`src/rtl/core/iba_pkg.sv`:
```
// shared types and codes for the indexed block allocator
// item and result payloads, status codes, controller/datapath command and status bundles
// no dependencies
package iba_pkg;

  typedef enum logic [2:0] {
    ST_PENDING    = 3'd0,
    ST_ALLOC      = 3'd1,
    ST_INDEX_BUSY = 3'd2,
    ST_BLOCK_BUSY = 3'd3,
    ST_DELETED    = 3'd4,
    ST_NOT_FOUND  = 3'd5,
    ST_FULL       = 3'd6,
    ST_RANGE      = 3'd7
  } status_t;

  localparam logic KIND_CREATE = 1'b0;
  localparam logic KIND_DELETE = 1'b1;

  typedef struct packed {
    logic       kind;
    logic [7:0] index_block;
    logic [7:0] data_block;
    logic       last;
  } in_t;

  typedef struct packed {
    status_t    status;
    logic [6:0] blocks_changed;
  } out_t;

  typedef enum logic [1:0] {
    CHG_ZERO = 2'd0,
    CHG_DEL  = 2'd1,
    CHG_CNT  = 2'd2
  } chg_sel_t;

  typedef struct packed {
    logic     load;
    logic     clr_walk;
    logic     del_step;
    logic     list_step;
    logic     com_step;
    logic     fin_del;
    logic     fin_com;
    logic     close;
    logic     emit;
    status_t  code;
    chg_sel_t chg_sel;
  } cmd_t;

  typedef struct packed {
    logic    in_oor;
    logic    idx_oor;
    logic    idx_busy;
    logic    blk_conf;
    logic    list_hit;
    logic    list_last;
    logic    room_short;
    logic    slot_free;
    logic    slot_last;
    logic    del_found;
    status_t err;
  } sts_t;

endpackage

```
`src/rtl/core/iba_ctrl.sv`:
```
// sequencing state machine for the indexed block allocator
// drives cmd_t to iba_datapath and reads back sts_t; uses iba_pkg
module iba_ctrl
  import iba_pkg::*;
(
  input  logic clk,
  input  logic rst,
  input  logic start,
  input  logic kind,
  input  logic last,
  input  sts_t sts,
  output cmd_t cmd,
  output logic busy
);

  typedef enum logic [4:0] {
    S_IDLE   = 5'b00001,
    S_DEL    = 5'b00010,
    S_CHK    = 5'b00100,
    S_LIST   = 5'b01000,
    S_COMMIT = 5'b10000
  } state_t;

  state_t state, state_next;

  always_ff @(posedge clk) begin
    if (rst) begin
      state <= S_IDLE;
    end else begin
      state <= state_next;
    end
  end

  assign busy = (state != S_IDLE);

  always_comb begin
    state_next = state;
    cmd        = '0;
    cmd.code   = ST_PENDING;
    cmd.chg_sel = CHG_ZERO;
    case (state)
      S_IDLE: begin
        if (start) begin
          cmd.load     = 1'b1;
          cmd.clr_walk = 1'b1;
          if (kind == KIND_DELETE) begin
            if (sts.in_oor) begin
              cmd.emit = 1'b1;
              cmd.code = ST_RANGE;
            end else begin
              state_next = S_DEL;
            end
          end else if (!last) begin
            cmd.emit = 1'b1;
            cmd.code = ST_PENDING;
          end else begin
            state_next = S_CHK;
          end
        end
      end
      S_DEL: begin
        cmd.del_step = 1'b1;
        if (sts.slot_last) begin
          cmd.emit    = 1'b1;
          cmd.chg_sel = CHG_DEL;
          if (sts.del_found) begin
            cmd.fin_del = 1'b1;
            cmd.code    = ST_DELETED;
          end else begin
            cmd.code = ST_NOT_FOUND;
          end
          state_next = S_IDLE;
        end
      end
      S_CHK: begin
        if (sts.err != ST_PENDING) begin
          cmd.emit  = 1'b1;
          cmd.code  = sts.err;
          cmd.close = 1'b1;
          state_next = S_IDLE;
        end else if (sts.idx_oor) begin
          cmd.emit  = 1'b1;
          cmd.code  = ST_RANGE;
          cmd.close = 1'b1;
          state_next = S_IDLE;
        end else if (sts.idx_busy) begin
          cmd.emit  = 1'b1;
          cmd.code  = ST_INDEX_BUSY;
          cmd.close = 1'b1;
          state_next = S_IDLE;
        end else if (sts.blk_conf) begin
          cmd.emit  = 1'b1;
          cmd.code  = ST_BLOCK_BUSY;
          cmd.close = 1'b1;
          state_next = S_IDLE;
        end else begin
          state_next = S_LIST;
        end
      end
      S_LIST: begin
        if (sts.list_hit) begin
          cmd.emit  = 1'b1;
          cmd.code  = ST_BLOCK_BUSY;
          cmd.close = 1'b1;
          state_next = S_IDLE;
        end else if (sts.list_last) begin
          if (sts.room_short) begin
            cmd.emit  = 1'b1;
            cmd.code  = ST_FULL;
            cmd.close = 1'b1;
            state_next = S_IDLE;
          end else begin
            cmd.clr_walk = 1'b1;
            state_next   = S_COMMIT;
          end
        end else begin
          cmd.list_step = 1'b1;
        end
      end
      S_COMMIT: begin
        cmd.com_step = 1'b1;
        if (sts.slot_free && sts.list_last) begin
          cmd.fin_com = 1'b1;
          cmd.emit    = 1'b1;
          cmd.code    = ST_ALLOC;
          cmd.chg_sel = CHG_CNT;
          cmd.close   = 1'b1;
          state_next  = S_IDLE;
        end
      end
      default: begin
        state_next = S_IDLE;
      end
    endcase
  end

endmodule

```
`src/rtl/core/iba_datapath.sv`:
```
// storage and walk logic for the indexed block allocator
// free bitmap, directory memory, pending list memory, result register; uses iba_pkg
module iba_datapath
  import iba_pkg::*;
#(
  parameter int NUM_BLOCKS = 64,
  parameter int DIR_DEPTH  = 64,
  parameter int MAX_LIST   = 16
) (
  input  logic clk,
  input  logic rst,
  input  in_t  item,
  input  cmd_t cmd,
  output sts_t sts,
  output logic done,
  output out_t result
);

  localparam int BW = $clog2(NUM_BLOCKS);
  localparam int DW = $clog2(DIR_DEPTH);
  localparam int FW = $clog2(DIR_DEPTH + 1);
  localparam int LW = (MAX_LIST > 1) ? $clog2(MAX_LIST) : 1;
  localparam int CW = $clog2(MAX_LIST + 1);
  localparam int RW = (FW > CW) ? FW : CW;

  localparam logic [8:0]    NB_LIMIT  = 9'(NUM_BLOCKS);
  localparam logic [DW-1:0] SLOT_LAST = DW'(DIR_DEPTH - 1);
  localparam logic [CW-1:0] LIST_MAX  = CW'(MAX_LIST);
  localparam logic [FW-1:0] DIR_SIZE  = FW'(DIR_DEPTH);

  typedef struct packed {
    logic [BW-1:0] key;
    logic [BW-1:0] blk;
  } dir_ent_t;

  // directory and pending list storage
  dir_ent_t      dir_mem [DIR_DEPTH];
  dir_ent_t      dir_q;
  logic [BW-1:0] pend_mem [MAX_LIST];
  logic [BW-1:0] pend_q;

  logic [NUM_BLOCKS-1:0] free_map, free_map_next;
  logic [NUM_BLOCKS-1:0] req_map;
  logic [DIR_DEPTH-1:0]  dir_valid, dir_valid_next;
  logic [FW-1:0]         dir_fill;
  logic [CW-1:0]         pend_cnt;
  status_t               pend_err;
  logic                  dup;
  logic [7:0]            idx_q;

  logic [DW-1:0] slot, slot_next;
  logic [CW-1:0] lptr, lptr_next;
  logic [FW-1:0] del_n, del_n_final;

  logic [BW-1:0] idx_blk;
  logic [BW-1:0] in_blk;
  logic          blk_oor;
  logic          list_full;
  logic          append;
  logic          del_hit;
  logic          slot_free;
  logic [FW-1:0] room;

  assign idx_blk   = idx_q[BW-1:0];
  assign in_blk    = item.data_block[BW-1:0];
  assign blk_oor   = ({1'b0, item.data_block} >= NB_LIMIT);
  assign list_full = (pend_cnt >= LIST_MAX);
  assign append    = cmd.load && (item.kind == KIND_CREATE) && !blk_oor && !list_full;
  assign slot_free = !dir_valid[slot];
  assign del_hit   = dir_valid[slot] && (dir_q.key == idx_blk);
  assign del_n_final = del_n + FW'(del_hit);
  assign room      = DIR_SIZE - dir_fill;

  // walk counters, read addresses run one step ahead of the registered data
  always_comb begin
    if (cmd.clr_walk) begin
      slot_next = '0;
    end else if (cmd.del_step || cmd.com_step) begin
      slot_next = (slot == SLOT_LAST) ? '0 : slot + 1'b1;
    end else begin
      slot_next = slot;
    end
    if (cmd.clr_walk) begin
      lptr_next = '0;
    end else if (cmd.list_step || (cmd.com_step && slot_free)) begin
      lptr_next = lptr + 1'b1;
    end else begin
      lptr_next = lptr;
    end
  end

  always_ff @(posedge clk) begin
    if (rst) begin
      slot  <= '0;
      lptr  <= '0;
      del_n <= '0;
    end else begin
      slot <= slot_next;
      lptr <= lptr_next;
      if (cmd.clr_walk) begin
        del_n <= '0;
      end else if (cmd.del_step) begin
        del_n <= del_n_final;
      end
    end
  end

  always_ff @(posedge clk) begin
    if (cmd.com_step && slot_free) begin
      dir_mem[slot] <= '{key: idx_blk, blk: pend_q};
    end
    dir_q <= dir_mem[slot_next];
  end

  always_ff @(posedge clk) begin
    if (append) begin
      pend_mem[pend_cnt[LW-1:0]] <= in_blk;
    end
    pend_q <= pend_mem[lptr_next[LW-1:0]];
  end

  always_ff @(posedge clk) begin
    if (cmd.load) begin
      idx_q <= item.index_block;
    end
  end

  // open create request
  always_ff @(posedge clk) begin
    if (rst || cmd.close) begin
      pend_cnt <= '0;
      pend_err <= ST_PENDING;
      dup      <= 1'b0;
      req_map  <= '0;
    end else if (cmd.load && (item.kind == KIND_CREATE)) begin
      if (blk_oor) begin
        if (pend_err == ST_PENDING) begin
          pend_err <= ST_RANGE;
        end
      end else if (list_full) begin
        if (pend_err == ST_PENDING) begin
          pend_err <= ST_FULL;
        end
      end else begin
        pend_cnt        <= pend_cnt + 1'b1;
        dup             <= dup | req_map[in_blk];
        req_map[in_blk] <= 1'b1;
      end
    end
  end

  always_comb begin
    free_map_next  = free_map;
    dir_valid_next = dir_valid;
    if (cmd.del_step && del_hit) begin
      free_map_next[dir_q.blk] = 1'b0;
      dir_valid_next[slot]     = 1'b0;
    end
    if (cmd.fin_del) begin
      free_map_next[idx_blk] = 1'b0;
    end
    if (cmd.com_step && slot_free) begin
      free_map_next[pend_q] = 1'b1;
      dir_valid_next[slot]  = 1'b1;
    end
    if (cmd.fin_com) begin
      free_map_next[idx_blk] = 1'b1;
    end
  end

  always_ff @(posedge clk) begin
    if (rst) begin
      free_map  <= '0;
      dir_valid <= '0;
      dir_fill  <= '0;
    end else begin
      free_map  <= free_map_next;
      dir_valid <= dir_valid_next;
      if (cmd.fin_del) begin
        dir_fill <= dir_fill - del_n_final;
      end else if (cmd.fin_com) begin
        dir_fill <= dir_fill + FW'(pend_cnt);
      end
    end
  end

  always_ff @(posedge clk) begin
    if (rst) begin
      done <= 1'b0;
    end else begin
      done <= cmd.emit;
    end
  end

  always_ff @(posedge clk) begin
    if (cmd.emit) begin
      result.status <= cmd.code;
      case (cmd.chg_sel)
        CHG_ZERO: result.blocks_changed <= '0;
        CHG_DEL:  result.blocks_changed <= 7'(del_n_final);
        CHG_CNT:  result.blocks_changed <= 7'(pend_cnt);
        default:  result.blocks_changed <= '0;
      endcase
    end
  end

  always_comb begin
    sts.in_oor     = ({1'b0, item.index_block} >= NB_LIMIT);
    sts.idx_oor    = ({1'b0, idx_q} >= NB_LIMIT);
    sts.idx_busy   = free_map[idx_blk];
    sts.blk_conf   = dup | req_map[idx_blk];
    sts.list_hit   = free_map[pend_q];
    sts.list_last  = ({1'b0, lptr} + 1'b1) >= {1'b0, pend_cnt};
    sts.room_short = RW'(room) < RW'(pend_cnt);
    sts.slot_free  = slot_free;
    sts.slot_last  = (slot == SLOT_LAST);
    sts.del_found  = (del_n_final != '0);
    sts.err        = pend_err;
  end

endmodule

```
`src/rtl/core/indexed_block_allocator.sv`:
```
// top level of the indexed block allocator
// joins iba_ctrl and iba_datapath; uses iba_pkg
//
// usage
//   input: drive item and raise start; the item transfers at a rising edge with start
//   high and busy low. kind selects a create item (one data block of a request, last
//   marks its final item) or a delete of the file named by index_block.
//   output: every item gives exactly one result, shown on result for one cycle with
//   done high. the receiver cannot stall, so each result must be taken when shown.
// latency and throughput
//   create item that is not last, or delete with index out of range: result in the
//   cycle after the transfer, busy stays low, so one item per cycle.
//   delete: the directory is walked one entry per cycle while busy is high, result
//   in the cycle after the walk.
//   final create item: a check state, then a walk of the listed blocks while the
//   list is checked against the bitmap, then a walk of the directory filling the
//   lowest free directory slots.
// reset
//   synchronous; the free bitmap, the directory valid bits, the fill count and any
//   open create request are cleared at once, with no clearing pass.
module indexed_block_allocator
  import iba_pkg::*;
#(
  parameter int NUM_BLOCKS = 64,
  parameter int DIR_DEPTH  = 64,
  parameter int MAX_LIST   = 16
) (
  input  logic clk,
  input  logic rst,
  input  logic start,
  output logic busy,
  input  in_t  item,
  output logic done,
  output out_t result
);

  // command and status between sequencer and datapath
  cmd_t cmd;
  sts_t sts;

  iba_ctrl u_ctrl (
    .clk   (clk),
    .rst   (rst),
    .start (start),
    .kind  (item.kind),
    .last  (item.last),
    .sts   (sts),
    .cmd   (cmd),
    .busy  (busy)
  );

  // bitmap, directory and pending list live here
  iba_datapath #(
    .NUM_BLOCKS (NUM_BLOCKS),
    .DIR_DEPTH  (DIR_DEPTH),
    .MAX_LIST   (MAX_LIST)
  ) u_dp (
    .clk    (clk),
    .rst    (rst),
    .item   (item),
    .cmd    (cmd),
    .sts    (sts),
    .done   (done),
    .result (result)
  );

endmodule

```
`config.mk`:
```
export PLATFORM = sky130hd
export DESIGN_NAME = indexed_block_allocator
export DESIGN_NICKNAME = d
export VERILOG_FILES = /design/src/rtl/core/iba_pkg.sv /design/src/rtl/core/iba_ctrl.sv /design/src/rtl/core/iba_datapath.sv /design/src/rtl/core/indexed_block_allocator.sv
export SDC_FILE = /design/constraint.sdc
export NUM_CORES = 2
export LEC_CHECK = 0
export BUFFER_PORTS_ARGS = -buffer_cell sky130_fd_sc_hd__buf_2
export CORE_AREA = 3 3 294 296
export CTS_CLUSTER_DIAMETER = 120
export DETAILED_ROUTE_END_ITERATION = 6
export DIE_AREA = 0 0 297 299
export PLACE_DENSITY = 0.8
export SLEW_MARGIN = 20
export SYNTH_ARGS = -nofsm -noshare
export SYNTH_HDL_FRONTEND = slang
export SYNTH_SLANG_ARGS = --single-unit
export TNS_END_PERCENT = 20
```
`constraint.sdc`:
```
create_clock -name clk -period 9.15 [get_ports clk]
set_clock_uncertainty 0.05 [all_clocks]
set_input_delay 0.4575 -clock clk [delete_from_list [all_inputs] [get_ports clk]]
set_output_delay 0.4575 -clock clk [all_outputs]
set_load 0.01 [all_outputs]
```
-- After elaboration in Yosys (flattened, before gate mapping)
Memories as Yosys holds them, arrays and structs flattened. A register that Yosys moved wholly into a read port is not among the register bits.
Index checks and enable logic that the tools add are counted.
- bits of input ports: 21
- memories: 2
- output and inout bits: 12
- memory bits (writable): 864
- register bits after elaboration: 250
- word-level logic and storage cells: 190
- memory list (name ; words ; bits a word ; read ports ; clocked after Yosys merged registers in ; wr ports ; RTL line ; text):
    u_dp.dir_mem ; 64 ; 12 ; 1 ; 1 ; 1 ; iba_datapath.sv:37 ; dir_ent_t dir_mem [DIR_DEPTH];
    u_dp.pend_mem ; 16 ; 6 ; 1 ; 1 ; 1 ; iba_datapath.sv:39 ; logic [BW-1:0] pend_mem [MAX_LIST];
- $add $sub $neg: 8
- mux-type cells: 88
- $lt $le $gt $ge: 16
- reduce and logical (&&, ||, !) cells: 27
- bitwise logic cells: 15
- equality and inequality tests: 18
- operators by type and width (operator ; number):
    64-bit 2-to-1 mux ; 6
    64-bit OR ; 4
    64-bit AND ; 3
    64-bit NOT ; 3
    5-bit 2-to-1 mux ; 18
    6-bit by 7-bit < comparator with 1-bit output (second input constant) ; 5
    4-bit 2-to-1 mux ; 8
    1-bit binary-select mux with 6-bit select ; 5
    1-bit demux with 6-bit select ; 5
    6-bit by 1-bit >= comparator with 1-bit output (second input constant) ; 5
    1-bit 2-to-1 mux ; 28
    5-bit one-hot mux with 5 select lines ; 1
    8-bit by 7-bit >= comparator with 1-bit output (second input constant) ; 3
    6-bit 2-to-1 mux ; 4
    4-bit one-hot mux with 5 select lines ; 1
    7-bit 2-to-1 mux ; 2
    7-bit one-hot mux with 2 select lines ; 1
    1-bit logical AND ; 12
    3-bit 2-to-1 mux ; 4
    5-bit by 1-bit adder with 5-bit output (second input constant) ; 2
    8-bit 2-to-1 mux ; 1
    2-bit != test (second input constant) ; 4
    7-bit by 1-bit adder with 7-bit output ; 1
    7-bit by 5-bit adder with 7-bit output ; 1
    other kinds (36) ; 45

-- Longest topological paths before layout
- depth in word-level cells: 13
- gate-level depth with buffers: 32

-- Hierarchy
Synthesis repeated with hierarchy kept, for this count alone.
- cells, all modules: 3288
- area total of the unflattened synthesis: 48466.5 um^2
- by module, submodules not included (module ; area each (um^2) ; sequential area each (um^2) ; cells each ; instances):
    iba_datapath ; 47956.0 ; 31370.1 ; 3211 ; 1
    iba_ctrl ; 510.5 ; 100.1 ; 77 ; 1

-- Least setup slack after synthesis
OpenSTA, ideal clock, no wires.
- path kind: reg-to-reg
- start point: register u_dp.idx_q[0]
- end point: register u_dp.dir_fill[6]
- setup slack: 2.452 ns
- period minus slack after synthesis: 6.698 ns
- stages on the path, launching flop included: 30
- library setup time: 0.128 ns
- data arrival time: 6.520 ns
- path buffers: 5
- path through: edfxtp_1 > clkbuf_1 > clkbuf_1 > clkbuf_1 > clkbuf_1 > xnor2_1 > nand4_1 > nor3_1 > ha_1 > ha_1 > nand3_1 > xnor2_1 > or4_1 > nor3_1 > nor2_1 > clkbuf_1 > nand2_1 > o21ai_0 > ha_1 > fa_1 > nor2b_1 > o21ai_0 > nand2b_1 > a21o_1 > a21o_1 > xor2_1 > nand2_1 > o21ai_0 > xnor2_1 > nor2_1
- cells in the longest elaborated chain, start to end: 8
- elaborated cells on any way between the ends: 10
- RTL lines (element ; RTL line ; text):
    start, declared ; iba_datapath.sv:49 ; logic [7:0] idx_q;
    start signal, assigned ; iba_datapath.sv:124 ; idx_q <= item.index_block;
    6-bit equality test (*) ; iba_datapath.sv:70 ; assign del_hit = dir_valid[slot] && (dir_q.key == idx_blk);
    1-bit logical AND (*) ; iba_datapath.sv:70 ;
    7-bit by 1-bit adder with 7-bit output (*) ; iba_datapath.sv:71 ; assign del_n_final = del_n + FW'(del_hit);
    branches (longest 5 deep; another with 7-bit subtractor) ; -- ;
    end signal, assigned ; iba_datapath.sv:180 ; dir_fill <= dir_fill - del_n_final;
    end signal, assigned ; iba_datapath.sv:182 ; dir_fill <= dir_fill + FW'(pend_cnt);
    end, declared ; iba_datapath.sv:45 ; logic [FW-1:0] dir_fill;
Mark *: on every way between the ends.
A chain may end at the register's enable or synchronous reset.

-- Final worst setup path
- start point: register u_dp.slot[2]
- end point: register u_dp.dir_fill[6]
- cells in the longest elaborated chain, start to end: 9
- elaborated cells on any way between the ends: 16
- RTL lines (element ; RTL line ; text):
    start, declared ; iba_datapath.sv:51 ; logic [DW-1:0] slot, slot_next;
    start signal, assigned ; iba_datapath.sv:98 ; slot <= slot_next;
    branches (longest 9 deep; another with 7-bit by 1-bit adder with 7-bit output) ; -- ;
Several ways; the timed one is not identified. The select of a mux whose other input is x is not followed.

==> flow_summary.json <==
{
  "path_class": "flip-flop to flip-flop",
  "crit_path_end_kind": "flip-flop",
  "rsz0062_at_grt": "false",
  "hold_violations": 0,
  "synthFlopType": "edfxtp_1",
  "max_slew_margin_pct": 23.1,
  "ys_types": 83,
  "drt_iter0_drc": 6613,
  "synthXorXnorAreaFrac_pct": 0.720,
  "route.detailed.drc": 10,
  "maxCapViolations": 0,
  "first_global_vias": 35074,
  "track_usage_pct": 33.0,
  "h-tree-depth": 3,
  "grt_pass1_wl_um": 221000,
  "wl_met3_um": 23700,
  "worstSkewPairLatency_ps": 710,
  "synth_area_um2": 48700,
  "dr_total_vias": 36927,
  "synth-edff-count": 882,
  "power_per_cell_area_nw_per_um2": 236,
  "synth_compound_area_share_pct": 14.4,
  "dr.max_layer_used": "met5",
  "first_pass_iters": 7,
  "netlist_instances": 4094,
  "worst_pin_slew_ps": 1150,
  "die_w_um": 297,
  "status": "finished, violations left",
  "setup_viol": 0,
  "viasPerCell": 6.98,
  "synthArstFlopShare_pct": 0,
  "clkTransAtPathRegs_ps": 70,
  "cp.required_ps": 9630,
  "ys_ff_latch": 1131,
  "drv_slew": 0,
  "die_area_um2": 88800,
  "synth_mux_area_share_pct": 5.22,
  "worst_hold_slack_ps": 181,
  "postCtsSetupBuffers": 0,
  "syn_to_final_growth_pct": 10.3,
  "syn-num-nets": 4143,
  "drive_gt1_share_pct": 9.51,
  "violations": "design-rule violations",
  "cp_max_fo": 40,
  "p_leak_nw": 18.1,
  "hpwlAfterDp_um": 93100,
  "routed_wl_um": 151000,
  "grt_max_degree": 78,
  "antenna_found_initial": 5,
  "stdcell_count": 5291,
  "ir_drop_v": 0.000214,
  "cts_buffers": 109,
  "io_pins": 33,
  "wl_met2_um": 65500,
  "wl_per_cell_um": 28.5,
  "hp-class": "primary input to flip-flop",
  "clockBufferDepth": 3,
  "fin_crit_sh_pct": 78.3,
  "overflow": 0,
  "row_count": 106,
  "synth_top_family_by_area": "compound AO/OA/AOI/OAI gates",
  "period_needed_ps": 7160,
  "synth_seq_area_share_pct": 64.7,
  "initial_core_util_pct": 58.0,
  "cts_hold_buf": 9,
  "cts_sinks": 1131,
  "synth-adder-area-share_pct": 0.736,
  "cts_tree": "built",
  "arrival_ps": 7640,
  "m1WireLength_um": 53400,
  "syn_area_per_cell_um2": 11.9,
  "placed_cells": 5075,
  "cts_root_buf": "clkbuf_16",
  "cp-start-kind": "flip-flop",
  "setup_tns_ps": 0,
  "io_buffer_count": 32,
  "nets": 4110,
  "fin_ws_ps": 1990,
  "yosysWarningCount": 0,
  "cts-resized-gates": 0,
  "dp_worst_setup_slack_ps": 1850,
  "timing.fmax_ghz": 0.140,
  "coreArea_um2": 83800,
  "synthSimpleGateAreaFrac_pct": 11.4,
  "die_y_um": 299,
  "gp_congestion": 0.996,
  "drtAntennaViolNets": 0
}
power by group:
group | internal [mW] | total [mW] | switching (mW)
clock | 2.58 | 4.57 | 1.98
combinational | 0.539 | 2.20 | 1.66
sequential | 5.80 | 5.92 | 0.119
worst max-delay path: stages (launching register included):
cell,delay [ps]
dfxtp_2,940
mux4_2,420
mux2i_1,190
o22ai_1,90
o21bai_1,260
nor3b_1,570
nor3_1,240
ha_1,270
ha_1,220
nand3_1,160
xnor2_1,130
or4_1,420
nor3_1,500
nor2_1,410
nand2_1,150
o21ai_0,90
ha_1,270
fa_1,440
nor2b_1,120
o21ai_0,80
nand2b_1,110
a21o_1,120
a21o_1,150
xor2_1,150
nand2_1,60
o21ai_0,140
xnor2_1,150
nor2_1,50
logic make-up (layout without fill, tap and decap cells):
group | after synthesis | count (layout)
buf+inv | 352 | 411
mux | 194 | 194
xor+xnor | 40 | 40
compound gates | 1094 | 1094
other cells | 0 | 4
flops | 1131 | 1131
simple gates | 1255 | 1255
fa+ha+maj | 28 | 28
worst paths after layout:
check / to / depth (start not counted) / slack [ps] / start
min reg2reg: u_dp.del_n[0] / 2 / 420 / u_dp.del_n[0]
max reg2reg: u_dp.dir_fill[6] / 27 / 1990 / u_dp.slot[2]
min: u_dp.pend_err[0] / 4 / 180 / start
max: u_dp.dir_fill[6] / 27 / 1990 / u_dp.slot[2]
metal layers:
metal,vias to the layer above,GRT usage (%)
li1,15427,-
met1,17701,44.8
met4,2,15.9
met5,-,0
met3,612,9.79
met2,3185,49.1
registers in the layout (all words and copies together), names as in the netlist, 8 cells and up:
signal          flops
u_dp.free_map      64
u_dp.idx_q          8
u_dp.req_map       64
u_dp.dir_valid     64
u_dp.dir_mem      768
u_dp.result        10
u_dp.dir_q         12
u_dp.pend_mem      96
per-stage QoR:
stage,cell area (um^2),power (mW),utilization [%]
6_report,53700,12.7,64.0
5_1_grt,53600,13.0,64.0
4_1_cts,53600,12.6,64.0
3_5_place_dp,49900,8.11,59.5
3_3_place_gp,49900,8.07,59.5
2_1_floorplan,48700,7.24,-
cells in the final DEF, fill, tap and decap left out, types with 15 or more instances in the layout:
master,count
a211oi_1,20
clkbuf_1,17
nand3_1,82
and3_1,40
dfxtp_1,241
mux2_2,28
a221oi_1,15
clkinv_1,19
edfxtp_1,882
mux4_2,45
a32oi_1,43
nand2_1,653
ha_1,27
o221ai_1,78
o22a_1,28
nor3_1,50
nor2b_1,26
buf_2,31
nand2b_1,23
o21ai_0,182
clkbuf_16,111
or3_1,17
clkinv_2,26
xnor2_1,25
a31oi_1,95
and2_1,18
a22oi_1,62
mux2i_1,119
inv_1,94
nor2_1,256
a21oi_1,334
buf_4,72
o22ai_1,110
layout make-up:
type / count / area [um^2]
multi-input cells: 2611 / 16000
inverters: 96 / 360
flip-flops and latches: 1131 / 31500
repair buffers: 112 / 786
fillers: 6126 / 30200
clock buffers: 133 / 2910
clock inverters: 70 / 718
well taps: 1134 / 1420
diodes: 4 / 10.0
Yosys cell counts, types with 15 or more instances:
library cell	count	share of area (%)
o22ai_1	110	1.4
mux2i_1	120	2.5
nor3_1	53	0.55
nand2b_1	23	0.30
a21oi_1	335	3.4
mux4_2	45	2.1
or3_1	17	0.22
a221oi_1	15	0.27
inv_1	94	0.73
and3_1	40	0.51
nor2_1	256	2.0
nand2_1	653	5.0
buf_1	37	0.29
o21ai_0	182	1.9
dfxtp_1	249	10
mux2_2	28	0.65
xnor2_1	26	0.47
nand3_1	82	0.84
and2_1	18	0.23
o22a_1	28	0.50
o221ai_1	78	1.4
a22oi_1	62	0.96
a211oi_1	21	0.32
edfxtp_1	882	54
buf_2	33	0.34
ha_1	27	0.69
nor2b_1	26	0.33
a31oi_1	96	1.2
clkbuf_1	181	1.4
a32oi_1	43	0.77
(Power assumes the default switching activity.)
